<file path="config.mk">
export PLATFORM = sky130hd
export DESIGN_NAME = pulse_peak_window_features_unit
export DESIGN_NICKNAME = d
export VERILOG_FILES = /design/src/rtl/core/ppwf_pkg.sv /design/src/rtl/core/ppwf_accum.sv /design/src/rtl/core/ppwf_window.sv /design/src/rtl/core/ppwf_div.sv /design/src/rtl/core/pulse_peak_window_features_unit.sv
export SDC_FILE = /design/constraint.sdc
export NUM_CORES = 1
export LEC_CHECK = 0
export BUFFER_PORTS_ARGS = -buffer_cell sky130_fd_sc_hd__clkbuf_2
export CAP_MARGIN = 20
export CORE_MARGIN = 1
export CORE_UTILIZATION = 45
export CTS_CLUSTER_DIAMETER = 120
export DETAILED_ROUTE_END_ITERATION = 10
export PLACE_DENSITY = 0.7
export SLEW_MARGIN = 20
export SYNTH_ARGS = -nofsm -noshare
export SYNTH_HDL_FRONTEND = slang
export SYNTH_SLANG_ARGS = --single-unit
</file>
<file path="constraint.sdc">
create_clock -name i_clk -period 5.2 [get_ports i_clk]
set_input_delay 0.78 -clock i_clk [delete_from_list [all_inputs] [get_ports i_clk]]
set_output_delay 0.78 -clock i_clk [all_outputs]
set_load 0.01 [all_outputs]
</file>
<file path="src/rtl/core/ppwf_pkg.sv">
// ----------------------------------------------------------------------------
// ppwf_pkg
// Shared constants, types and codes of the pulse peak window features unit.
// ----------------------------------------------------------------------------
package ppwf_pkg;

    // pulse shape
    localparam int SLICES      = 10;
    localparam int SAMPLE_BITS = 16;

    // fixed field widths
    localparam int IN_W      = 16;
    localparam int CFG_W     = 4;
    localparam int CFG_IDX_W = 2;
    localparam int SUM_W     = 20;
    localparam int PEAK_W    = 16;
    localparam int PSL_W     = 4;
    localparam int WSL_W     = 12;
    localparam int FRAC_W    = 8;

    // derived widths
    localparam int IDX_W   = $clog2(SLICES);
    localparam int CNT_W   = $clog2(SLICES + 1);
    localparam int WS_W    = SAMPLE_BITS + CNT_W;
    localparam int WN_W    = WS_W + IDX_W;
    localparam int WIN_W   = ((IDX_W > CFG_W) ? IDX_W : CFG_W) + 1;
    localparam int DSTEP_W = $clog2(WSL_W + 1);

    // register indexes of the configuration port
    typedef enum logic [CFG_IDX_W-1:0] {
        CFG_MID_FIRST  = 2'd0,
        CFG_MID_LAST   = 2'd1,
        CFG_WIN_BEFORE = 2'd2,
        CFG_WIN_AFTER  = 2'd3
    } t_cfg_idx;

    // top level sequencer
    typedef enum logic [1:0] {
        ST_COLLECT,
        ST_SWEEP,
        ST_DIVIDE,
        ST_OUTPUT
    } t_state;

    // running pulse figures including the current beat
    typedef struct packed {
        logic [SUM_W-1:0]       mid_sum;
        logic [SUM_W-1:0]       total_sum;
        logic [SAMPLE_BITS-1:0] peak;
        logic [IDX_W-1:0]       peak_slice;
    } t_pulse;

    // window sums handed to the divider
    typedef struct packed {
        logic [WS_W-1:0] wsum;
        logic [WN_W-1:0] wnum;
    } t_win;

endpackage

</file>
<file path="src/rtl/core/ppwf_accum.sv">
// ----------------------------------------------------------------------------
// ppwf_accum
// Slice counter with running middle sum, total sum and peak search.
// ----------------------------------------------------------------------------
module ppwf_accum (
    input  logic                                i_clk,
    input  logic                                i_rst_n,
    input  logic                                i_beat,
    input  logic [ppwf_pkg::SAMPLE_BITS-1:0]    i_sample,
    input  logic [ppwf_pkg::CFG_W-1:0]          i_mid_first,
    input  logic [ppwf_pkg::CFG_W-1:0]          i_mid_last,
    output logic [ppwf_pkg::IDX_W-1:0]          o_slice,
    output logic                                o_last,
    output ppwf_pkg::t_pulse                    o_pulse
);

    localparam int ACC_W = ((ppwf_pkg::SAMPLE_BITS > ppwf_pkg::SUM_W) ?
                            ppwf_pkg::SAMPLE_BITS : ppwf_pkg::SUM_W) + 1;
    localparam logic [ppwf_pkg::SUM_W-1:0] SUM_MAX = {ppwf_pkg::SUM_W{1'b1}};

    function automatic logic [ppwf_pkg::SUM_W-1:0] sat_add(
        input logic [ppwf_pkg::SUM_W-1:0]       a,
        input logic [ppwf_pkg::SAMPLE_BITS-1:0] b
    );
        logic [ACC_W-1:0] s;
        s = ACC_W'(a) + ACC_W'(b);
        return (s > ACC_W'(SUM_MAX)) ? SUM_MAX : s[ppwf_pkg::SUM_W-1:0];
    endfunction

    logic [ppwf_pkg::IDX_W-1:0]       r_count;
    logic [ppwf_pkg::SUM_W-1:0]       r_mid, n_mid;
    logic [ppwf_pkg::SUM_W-1:0]       r_total, n_total;
    logic [ppwf_pkg::SAMPLE_BITS-1:0] r_peak, n_peak;
    logic [ppwf_pkg::IDX_W-1:0]       r_peak_slice, n_peak_slice;
    logic                             in_mid;

    // running figures with the current sample folded in
    always_comb begin
        in_mid = (ppwf_pkg::WIN_W'(r_count) >= ppwf_pkg::WIN_W'(i_mid_first)) &&
                 (ppwf_pkg::WIN_W'(r_count) <= ppwf_pkg::WIN_W'(i_mid_last));
        n_mid   = in_mid ? sat_add(r_mid, i_sample) : r_mid;
        n_total = sat_add(r_total, i_sample);
        if (i_sample > r_peak) begin
            n_peak       = i_sample;
            n_peak_slice = r_count;
        end else begin
            n_peak       = r_peak;
            n_peak_slice = r_peak_slice;
        end
    end

    assign o_slice = r_count;
    assign o_last  = (r_count == ppwf_pkg::IDX_W'(ppwf_pkg::SLICES - 1));
    assign o_pulse = '{mid_sum: n_mid, total_sum: n_total, peak: n_peak,
                       peak_slice: n_peak_slice};

    // running state, cleared after the last slice of a pulse
    always_ff @(posedge i_clk) begin
        if (!i_rst_n) begin
            r_count      <= '0;
            r_mid        <= '0;
            r_total      <= '0;
            r_peak       <= '0;
            r_peak_slice <= '0;
        end else if (i_beat) begin
            if (o_last) begin
                r_count      <= '0;
                r_mid        <= '0;
                r_total      <= '0;
                r_peak       <= '0;
                r_peak_slice <= '0;
            end else begin
                r_count      <= r_count + 1'b1;
                r_mid        <= n_mid;
                r_total      <= n_total;
                r_peak       <= n_peak;
                r_peak_slice <= n_peak_slice;
            end
        end
    end

endmodule

</file>
<file path="src/rtl/core/ppwf_window.sv">
// ----------------------------------------------------------------------------
// ppwf_window
// Slice store and window sweep: reads the window one slice a cycle and
// accumulates charge and slice-weighted charge.
// ----------------------------------------------------------------------------
module ppwf_window (
    input  logic                                i_clk,
    input  logic                                i_rst_n,
    input  logic                                i_wr_en,
    input  logic [ppwf_pkg::IDX_W-1:0]          i_wr_addr,
    input  logic [ppwf_pkg::SAMPLE_BITS-1:0]    i_wr_data,
    input  logic                                i_start,
    input  logic [ppwf_pkg::IDX_W-1:0]          i_peak_slice,
    input  logic [ppwf_pkg::CFG_W-1:0]          i_before,
    input  logic [ppwf_pkg::CFG_W-1:0]          i_after,
    output logic                                o_done,
    output ppwf_pkg::t_win                      o_win
);

    logic [ppwf_pkg::SAMPLE_BITS-1:0] mem [ppwf_pkg::SLICES];

    logic                             r_busy;
    logic [ppwf_pkg::IDX_W-1:0]       r_addr;
    logic [ppwf_pkg::IDX_W-1:0]       r_hi;
    logic                             r_rd_vld;
    logic                             r_rd_last;
    logic [ppwf_pkg::IDX_W-1:0]       r_rd_t;
    logic [ppwf_pkg::SAMPLE_BITS-1:0] r_rd_data;
    logic [ppwf_pkg::WS_W-1:0]        r_wsum;
    logic [ppwf_pkg::WN_W-1:0]        r_wnum;
    logic                             r_done;

    logic [ppwf_pkg::WIN_W-1:0] pk, lo, hi_raw, hi;

    // window bounds clipped to the pulse
    always_comb begin
        pk     = ppwf_pkg::WIN_W'(i_peak_slice);
        lo     = (pk >= ppwf_pkg::WIN_W'(i_before)) ? pk - ppwf_pkg::WIN_W'(i_before) : '0;
        hi_raw = pk + ppwf_pkg::WIN_W'(i_after);
        hi     = (hi_raw > ppwf_pkg::WIN_W'(ppwf_pkg::SLICES - 1)) ?
                 ppwf_pkg::WIN_W'(ppwf_pkg::SLICES - 1) : hi_raw;
    end

    // slice store, one write and one registered read per cycle
    always_ff @(posedge i_clk) begin
        if (i_wr_en) begin
            mem[i_wr_addr] <= i_wr_data;
        end
        r_rd_data <= mem[r_addr];
    end

    // read sequencer
    always_ff @(posedge i_clk) begin
        if (!i_rst_n) begin
            r_busy    <= 1'b0;
            r_rd_vld  <= 1'b0;
            r_rd_last <= 1'b0;
            r_done    <= 1'b0;
            r_addr    <= '0;
        end else begin
            r_rd_vld  <= r_busy;
            r_rd_last <= r_busy && (r_addr == r_hi);
            r_done    <= r_rd_vld && r_rd_last;
            if (i_start) begin
                r_busy <= 1'b1;
                r_addr <= lo[ppwf_pkg::IDX_W-1:0];
            end else if (r_busy) begin
                if (r_addr == r_hi) begin
                    r_busy <= 1'b0;
                end else begin
                    r_addr <= r_addr + 1'b1;
                end
            end
        end
    end

    // window bound and slice tag of the beat in flight
    always_ff @(posedge i_clk) begin
        if (i_start) begin
            r_hi <= hi[ppwf_pkg::IDX_W-1:0];
        end
        r_rd_t <= r_addr;
    end

    // charge and weighted charge accumulators
    always_ff @(posedge i_clk) begin
        if (i_start) begin
            r_wsum <= '0;
            r_wnum <= '0;
        end else if (r_rd_vld) begin
            r_wsum <= r_wsum + ppwf_pkg::WS_W'(r_rd_data);
            r_wnum <= r_wnum + ppwf_pkg::WN_W'(r_rd_t) * ppwf_pkg::WN_W'(r_rd_data);
        end
    end

    assign o_done = r_done;
    assign o_win  = '{wsum: r_wsum, wnum: r_wnum};

endmodule

</file>
<file path="src/rtl/core/ppwf_div.sv">
// ----------------------------------------------------------------------------
// ppwf_div
// Restoring divider for the weighted mean slice, one quotient bit a cycle.
// ----------------------------------------------------------------------------
module ppwf_div (
    input  logic                          i_clk,
    input  logic                          i_rst_n,
    input  logic                          i_start,
    input  ppwf_pkg::t_win                i_win,
    output logic                          o_done,
    output logic [ppwf_pkg::WSL_W-1:0]    o_quot,
    output logic                          o_empty
);

    localparam int NW = ppwf_pkg::WN_W + ppwf_pkg::FRAC_W;

    logic                          r_busy;
    logic                          r_done;
    logic [ppwf_pkg::DSTEP_W-1:0]  r_step;
    logic [ppwf_pkg::WS_W-1:0]     r_den;
    logic [ppwf_pkg::WS_W:0]       r_rem;
    logic [ppwf_pkg::WSL_W-1:0]    r_bits;
    logic [ppwf_pkg::WSL_W-1:0]    r_quot;

    logic [NW-1:0]             num;
    logic [ppwf_pkg::WS_W:0]   rem0;
    logic [ppwf_pkg::WS_W:0]   sh;
    logic                      ge;

    // numerator scaled by 256; the mean stays below 16 so the top part
    // is already below the divisor
    always_comb begin
        num  = {i_win.wnum, ppwf_pkg::FRAC_W'(0)};
        rem0 = (ppwf_pkg::WS_W + 1)'(num >> ppwf_pkg::WSL_W);
        sh   = {r_rem[ppwf_pkg::WS_W-1:0], r_bits[ppwf_pkg::WSL_W-1]};
        ge   = (sh >= {1'b0, r_den});
    end

    // step control
    always_ff @(posedge i_clk) begin
        if (!i_rst_n) begin
            r_busy <= 1'b0;
            r_done <= 1'b0;
            r_step <= '0;
        end else begin
            r_done <= 1'b0;
            if (i_start) begin
                r_busy <= 1'b1;
                r_step <= ppwf_pkg::DSTEP_W'(ppwf_pkg::WSL_W);
            end else if (r_busy) begin
                r_step <= r_step - 1'b1;
                if (r_step == ppwf_pkg::DSTEP_W'(1)) begin
                    r_busy <= 1'b0;
                    r_done <= 1'b1;
                end
            end
        end
    end

    // compare and subtract
    always_ff @(posedge i_clk) begin
        if (i_start) begin
            r_den  <= i_win.wsum;
            r_rem  <= rem0;
            r_bits <= num[ppwf_pkg::WSL_W-1:0];
            r_quot <= '0;
        end else if (r_busy) begin
            r_rem  <= ge ? sh - {1'b0, r_den} : sh;
            r_bits <= {r_bits[ppwf_pkg::WSL_W-2:0], 1'b0};
            r_quot <= {r_quot[ppwf_pkg::WSL_W-2:0], ge};
        end
    end

    assign o_done  = r_done;
    assign o_empty = (r_den == '0);
    assign o_quot  = o_empty ? '0 : r_quot;

endmodule

</file>
<file path="src/rtl/core/pulse_peak_window_features_unit.sv">
// ----------------------------------------------------------------------------
// pulse_peak_window_features_unit
// Peak finder with middle and total sums, windowed charge and weighted slice.
// ----------------------------------------------------------------------------
// Usage:
//   Samples of one pulse arrive on the input channel (i_valid / o_ready),
//   SLICES beats per pulse, one beat per cycle while collecting. After the
//   last slice the unit sweeps the charge window through the slice store,
//   one slice a cycle, then runs a 12-step divider for the weighted slice.
//   One result beat per pulse leaves on the output channel (o_valid /
//   i_ready) from an output register.
//   The window sweep over the store's single read port and the divider
//   bound the pulse rate; a new pulse is taken only after its result loads.
//   Input is held off (o_ready low) during sweep, divide and output. A stalled
//   receiver holds the result in the output register while the next pulse
//   is collected; a second result then waits until the register frees.
//   Reset clears the running sums, slice counter and output valid and
//   loads the register defaults; the slice store needs no clearing.
//   Registers are written through i_cfg_we / i_cfg_idx / i_cfg_data.
// ----------------------------------------------------------------------------
module pulse_peak_window_features_unit (
    input  logic                              i_clk,
    input  logic                              i_rst_n,
    input  logic                              i_cfg_we,
    input  logic [ppwf_pkg::CFG_IDX_W-1:0]    i_cfg_idx,
    input  logic [ppwf_pkg::CFG_W-1:0]        i_cfg_data,
    input  logic                              i_valid,
    output logic                              o_ready,
    input  logic [ppwf_pkg::IN_W-1:0]         i_sample,
    output logic                              o_valid,
    input  logic                              i_ready,
    output logic [ppwf_pkg::SUM_W-1:0]        o_mid_sum,
    output logic [ppwf_pkg::SUM_W-1:0]        o_total_sum,
    output logic [ppwf_pkg::PEAK_W-1:0]       o_peak_value,
    output logic [ppwf_pkg::PSL_W-1:0]        o_peak_slice,
    output logic [ppwf_pkg::SUM_W-1:0]        o_window_sum,
    output logic [ppwf_pkg::WSL_W-1:0]        o_weighted_slice,
    output logic                              o_empty_window
);

    localparam int PKX_W = (ppwf_pkg::SAMPLE_BITS > ppwf_pkg::PEAK_W) ?
                           ppwf_pkg::SAMPLE_BITS : ppwf_pkg::PEAK_W;
    localparam int WSX_W = (ppwf_pkg::WS_W > ppwf_pkg::SUM_W) ?
                           ppwf_pkg::WS_W : ppwf_pkg::SUM_W;
    localparam logic [ppwf_pkg::PEAK_W-1:0] PEAK_MAX = {ppwf_pkg::PEAK_W{1'b1}};
    localparam logic [ppwf_pkg::SUM_W-1:0]  SUM_MAX  = {ppwf_pkg::SUM_W{1'b1}};

    // configuration registers
    logic [ppwf_pkg::CFG_W-1:0] r_mid_first, r_mid_last, r_win_before, r_win_after;

    always_ff @(posedge i_clk) begin
        if (!i_rst_n) begin
            r_mid_first  <= ppwf_pkg::CFG_W'(1);
            r_mid_last   <= ppwf_pkg::CFG_W'(4);
            r_win_before <= ppwf_pkg::CFG_W'(1);
            r_win_after  <= ppwf_pkg::CFG_W'(2);
        end else if (i_cfg_we) begin
            unique case (ppwf_pkg::t_cfg_idx'(i_cfg_idx))
                ppwf_pkg::CFG_MID_FIRST:  r_mid_first  <= i_cfg_data;
                ppwf_pkg::CFG_MID_LAST:   r_mid_last   <= i_cfg_data;
                ppwf_pkg::CFG_WIN_BEFORE: r_win_before <= i_cfg_data;
                ppwf_pkg::CFG_WIN_AFTER:  r_win_after  <= i_cfg_data;
                default: ;
            endcase
        end
    end

    ppwf_pkg::t_state r_state, n_state;

    logic [ppwf_pkg::SAMPLE_BITS-1:0] sample;
    logic                             in_beat;
    logic                             last_slice;
    logic [ppwf_pkg::IDX_W-1:0]       slice;
    ppwf_pkg::t_pulse                 pulse;
    ppwf_pkg::t_pulse                 r_pulse;
    logic                             win_start;
    logic                             win_done;
    ppwf_pkg::t_win                   win;
    logic                             div_start;
    logic                             div_done;
    logic [ppwf_pkg::WSL_W-1:0]       quot;
    logic                             empty;
    logic                             out_load;
    logic                             r_out_vld;

    assign sample    = ppwf_pkg::SAMPLE_BITS'(i_sample);
    assign in_beat   = i_valid && o_ready;
    assign win_start = in_beat && last_slice;

    // running sums and peak
    ppwf_accum u_accum (
        .i_clk       (i_clk),
        .i_rst_n     (i_rst_n),
        .i_beat      (in_beat),
        .i_sample    (sample),
        .i_mid_first (r_mid_first),
        .i_mid_last  (r_mid_last),
        .o_slice     (slice),
        .o_last      (last_slice),
        .o_pulse     (pulse)
    );

    // slice store and window sweep
    ppwf_window u_window (
        .i_clk        (i_clk),
        .i_rst_n      (i_rst_n),
        .i_wr_en      (in_beat),
        .i_wr_addr    (slice),
        .i_wr_data    (sample),
        .i_start      (win_start),
        .i_peak_slice (pulse.peak_slice),
        .i_before     (r_win_before),
        .i_after      (r_win_after),
        .o_done       (win_done),
        .o_win        (win)
    );

    // weighted mean slice divider
    ppwf_div u_div (
        .i_clk   (i_clk),
        .i_rst_n (i_rst_n),
        .i_start (div_start),
        .i_win   (win),
        .o_done  (div_done),
        .o_quot  (quot),
        .o_empty (empty)
    );

    // pulse figures held for the result
    always_ff @(posedge i_clk) begin
        if (win_start) begin
            r_pulse <= pulse;
        end
    end

    // sequencer state
    always_ff @(posedge i_clk) begin
        if (!i_rst_n) begin
            r_state <= ppwf_pkg::ST_COLLECT;
        end else begin
            r_state <= n_state;
        end
    end

    // sequencer next state and strobes
    always_comb begin
        n_state   = r_state;
        o_ready   = 1'b0;
        div_start = 1'b0;
        out_load  = 1'b0;
        unique case (r_state)
            ppwf_pkg::ST_COLLECT: begin
                o_ready = 1'b1;
                if (i_valid && last_slice) begin
                    n_state = ppwf_pkg::ST_SWEEP;
                end
            end
            ppwf_pkg::ST_SWEEP: begin
                if (win_done) begin
                    div_start = 1'b1;
                    n_state   = ppwf_pkg::ST_DIVIDE;
                end
            end
            ppwf_pkg::ST_DIVIDE: begin
                if (div_done) begin
                    n_state = ppwf_pkg::ST_OUTPUT;
                end
            end
            ppwf_pkg::ST_OUTPUT: begin
                if (!r_out_vld || i_ready) begin
                    out_load = 1'b1;
                    n_state  = ppwf_pkg::ST_COLLECT;
                end
            end
            default: n_state = ppwf_pkg::ST_COLLECT;
        endcase
    end

    // output register valid
    always_ff @(posedge i_clk) begin
        if (!i_rst_n) begin
            r_out_vld <= 1'b0;
        end else if (out_load) begin
            r_out_vld <= 1'b1;
        end else if (i_ready) begin
            r_out_vld <= 1'b0;
        end
    end

    // output payload with saturation to the field widths
    always_ff @(posedge i_clk) begin
        if (out_load) begin
            o_mid_sum        <= r_pulse.mid_sum;
            o_total_sum      <= r_pulse.total_sum;
            o_peak_value     <= (PKX_W'(r_pulse.peak) > PKX_W'(PEAK_MAX)) ?
                                PEAK_MAX : ppwf_pkg::PEAK_W'(r_pulse.peak);
            o_peak_slice     <= ppwf_pkg::PSL_W'(r_pulse.peak_slice);
            o_window_sum     <= (WSX_W'(win.wsum) > WSX_W'(SUM_MAX)) ?
                                SUM_MAX : ppwf_pkg::SUM_W'(win.wsum);
            o_weighted_slice <= quot;
            o_empty_window   <= empty;
        end
    end

    assign o_valid = r_out_vld;

    // window sweep finishes only while the sequencer waits for it
    a_win_done_in_sweep: assert property (@(posedge i_clk) disable iff (!i_rst_n)
        win_done |-> (r_state == ppwf_pkg::ST_SWEEP))
        else $error("window done outside sweep");

    // divider finishes only while the sequencer waits for it
    a_div_done_in_divide: assert property (@(posedge i_clk) disable iff (!i_rst_n)
        div_done |-> (r_state == ppwf_pkg::ST_DIVIDE))
        else $error("divider done outside divide");

    // last slice of a pulse starts the sweep and closes the input
    a_last_starts_sweep: assert property (@(posedge i_clk) disable iff (!i_rst_n)
        win_start |=> (r_state == ppwf_pkg::ST_SWEEP) && !o_ready)
        else $error("last slice did not start sweep");

    // a loaded result shows up on the output channel
    a_load_shows_valid: assert property (@(posedge i_clk) disable iff (!i_rst_n)
        out_load |=> o_valid)
        else $error("loaded result not valid");

endmodule
</file>
==> run metrics <==
status finished, final reports clean; worst-margin pin slew 1.109 ns; die width 243.5 microns; worst reg2reg path endpoint u_window.r_wnum[20]$_SDFFE_PP0P_; Die H 243.5 microns; Yosys top cell area share 41.31%; RSZ-0062 raised after global routing no; Slew Limit Fails 0; Synth area leader edfxtp_1; post-DR vias/cell 5.596; # diodes 0; Critical Path, Cell by Cell nand2_1, fa_1, fa_1, fa_1, inv_1, ha_1, o21ai_0, o21bai_1, o41ai_2, o31ai_1, a311oi_1, nand2b_1, mux2i_1, nand3_1; # Post-CTS Setup Buffers 0; initial core utilization 45.49%; Mapped Area 26240 sq um; worst-path maximum fanout 16; Clk pin slew, worst setup/hold paths 0.06 ns; post-cts hold buffer count 0; Cell variety after synth 85; detailed router's first-iteration violation count 1315; Syn Nets 2380; Final setup viols 0; Residual DRC 0; Syn Area/Cell 12.12 sq um; ranking of synthesized cells by area edfxtp_1, dfxtp_1, ha_1; CTS root buf clkbuf_16; WP data required 5.69 ns; Slowest cell on crit path dfxtp_1; Setup crit end u_window.r_wnum[20]$_SDFFE_PP0P_; max_cap viols 0; number of flops mapped to enable cells by yosys 361; routed wire length 60.94 mm; Worst-Skew Late Latency 0.61 ns; Relative slew margins 25.80%; Routed Antenna Nets 0; Setup TNS Final 0 ns; num ports 122; Core ar. 57700 sq um; dpl cell area 27770 sq um; worst setup path start u_window.r_rd_t[3]$_DFF_P_; mean routed wirelength per cell 19.77 microns; largest net degree at the start of global routing 79; HP Class reg -> reg; global-route wire length before repair 95.32 mm; most used cell along the critical path fa_1; r2r setup slk 0.37 ns; Synth warnings 0; reg-to-reg critical path startpoint u_window.r_rd_t[3]$_DFF_P_; Post-synth ARST share 0%; # nets final 2488; Pre-antenna DRT Iters 5; cell count after synthesis 2165; VDD IR max 0.0002818 V; Tcrit/Tclk final 92.95%; Final Util 51.26%; clock buffer depth 3; Reg2Reg Depth 14; post-DP HPWL 41.82 mm; Area Overhead vs Synth 12.69%; pre-CTS setup slack 0.4669 ns; TritonCTS clock tree done; f_max 0.2069 GHz; Cell Rows 88; element type at the critical path end register; Die Area 59290 sq um; vias in the first global route 17000; Setup CP Type reg -> reg; GP Congestion 0.8923; Leakage 0.01145 uW; Worst EP arrival 5.32 ns; Resize count post-CTS 0; Fill cells 4966; gr ovfl total 0; setup ws final 0.3668 ns; total number of vias 17250; Max Clock Skew 0.03863 ns; Hold Fails Final Rpt 0; most frequent cells in the layout edfxtp_1, dfxtp_1, inv_1; H-tree depth reported by CTS 2; # port buffers 121; clk sink count 534; Main synth FF type edfxtp_1; layout cells sized above 1 14.06%; largest incremental delay on the critical path 0.61 ns; initial antenna violation count 4; most common cell after layout, fill and taps aside edfxtp_1; PD cells 321.8 nW/um^2; crit start category register; register bit count reported by yosys 534; register area share after synthesis 54.50%; total track usage 20.48%; cell area after layout 29570 sq um; Tmin final 4.833 ns; number of buffers created by CTS 54
-- worst max-delay path, delay by kind of cell (launching register included) --
family | cells | cell delay (ns)
adder cells (fa/ha/maj) | 4 | 1.90
AO/OA/AOI/OAI | 5 | 1.57
flip-flops | 1 | 0.61
AND/OR/NAND/NOR | 3 | 0.40
multiplexers | 1 | 0.18
buffers and inverters | 1 | 0.04
-- worst min path at each step --
stage	from	endpoint	cells after the start
after floorplan	u_window.r_addr[3]$_SDFFE_PN0P_	u_window.r_rd_t[3]$_DFF_P_	0
after global placement	r_pulse[15]$_DFFE_PP_	o_peak_value[11]$_DFFE_PP_	0
after detailed placement	r_pulse[16]$_DFFE_PP_	o_peak_value[12]$_DFFE_PP_	0
after CTS	r_pulse[23]$_DFFE_PP_	o_total_sum[3]$_DFFE_PP_	0
after global routing	r_pulse[6]$_DFFE_PP_	o_peak_value[2]$_DFFE_PP_	0
final	r_pulse[57]$_DFFE_PP_	o_mid_sum[17]$_DFFE_PP_	0
-- where the power goes --
group	switching [uW]	total [uW]	internal [uW]
clock	1660	3960	2290
sequential	73.6	4700	4630
combinational	508	860	352
total	2250	9520	7270
-- flip-flops by register name, summed over array words and instances (netlist names), 12 cells and up --
| signal | flops |
|---|---|
| u_window.mem | 160 |
| r_pulse | 60 |
| u_window.r_wnum | 24 |
| o_mid_sum | 20 |
| o_total_sum | 20 |
| o_window_sum | 20 |
| u_accum.r_mid | 20 |
| u_accum.r_total | 20 |
| u_div.r_den | 20 |
| u_div.r_rem | 20 |
| u_window.r_wsum | 20 |
| o_peak_value | 16 |
| u_accum.r_peak | 16 |
| u_window.r_rd_data | 16 |
| o_weighted_slice | 12 |
| u_div.r_quot | 12 |
-- logic make-up after synthesis --
group	count (synthesis)	synth area share [%]
flip-flops	534	54.50
adder cells (fa/ha/maj)	188	10.42
AO/OA/AOI/OAI	427	11.46
AND/OR/NAND/NOR	549	10.69
XOR/XNOR	78	2.603
multiplexers	126	6.427
buffers and inverters	263	3.895
-- metal layers --
| layer | global-route usage, % | vias to the layer above | share of wire (%) | wire length (microns) |
|---|---|---|---|---|
| met5 | 0 | - | 0.018 | 11 |
| met4 | 7.831 | 2 | 3.3 | 1989 |
| met3 | 3.173 | 108 | 6.2 | 3781 |
| met2 | 33.18 | 573 | 47 | 28640 |
| met1 | 27.70 | 8450 | 44 | 26520 |
| li1 | - | 8119 | - | - |
-- cell usage after synthesis (5+ instances only) --
| cell | instances |
|---|---|
| and2_1 | 75 |
| nand4_1 | 15 |
| o21a_1 | 12 |
| mux4_2 | 32 |
| or3_1 | 14 |
| o22a_1 | 11 |
| xnor2_1 | 54 |
| buf_2 | 13 |
| a21oi_1 | 115 |
| fa_1 | 51 |
| inv_1 | 159 |
| nor2b_1 | 47 |
| a22o_1 | 30 |
| nand2_1 | 123 |
| nand2b_1 | 16 |
| mux2_1 | 17 |
| a32o_1 | 19 |
| o21ai_0 | 69 |
| o21bai_1 | 8 |
| and3_1 | 20 |
| o221a_2 | 6 |
| mux2i_1 | 74 |
| o221ai_2 | 9 |
| o31a_1 | 7 |
| nor3_1 | 25 |
| edfxtp_1 | 361 |
| o211ai_1 | 5 |
| a21o_1 | 34 |
| xor2_1 | 24 |
| a31oi_1 | 13 |
| dfxtp_1 | 173 |
| clkbuf_1 | 77 |
| nand3_1 | 41 |
| nor4_1 | 8 |
| o31ai_1 | 7 |
| nor3b_1 | 7 |
| nor2_1 | 124 |
| nand3b_1 | 13 |
| buf_1 | 9 |
| ha_1 | 137 |
| a211oi_1 | 34 |
-- area by class of cell --
class                      instances  area [sq um]  area share [%]
timing repair buffer             154         878.3           2.970
clock buffer                      69          1459           4.933
clock inverter                    32         344.1           1.163
multi-input combinational       1368         11020           37.26
sequential                       534         14310           48.38
inverter                         161         606.8           2.052
tap                              765         957.2           3.237
-- through the flow --
stage	power, uW	std cells	hold slack, ns
3_3_place_gp	5605	2982	0.4019
3_5_place_dp	5633	2982	0.4045
6_report	9517	3083	0.4162
5_1_grt	9826	3083	0.4270
2_1_floorplan	5372	2165	0.3290
4_1_cts	9562	3083	0.4194
(Power assumes the default switching activity.)
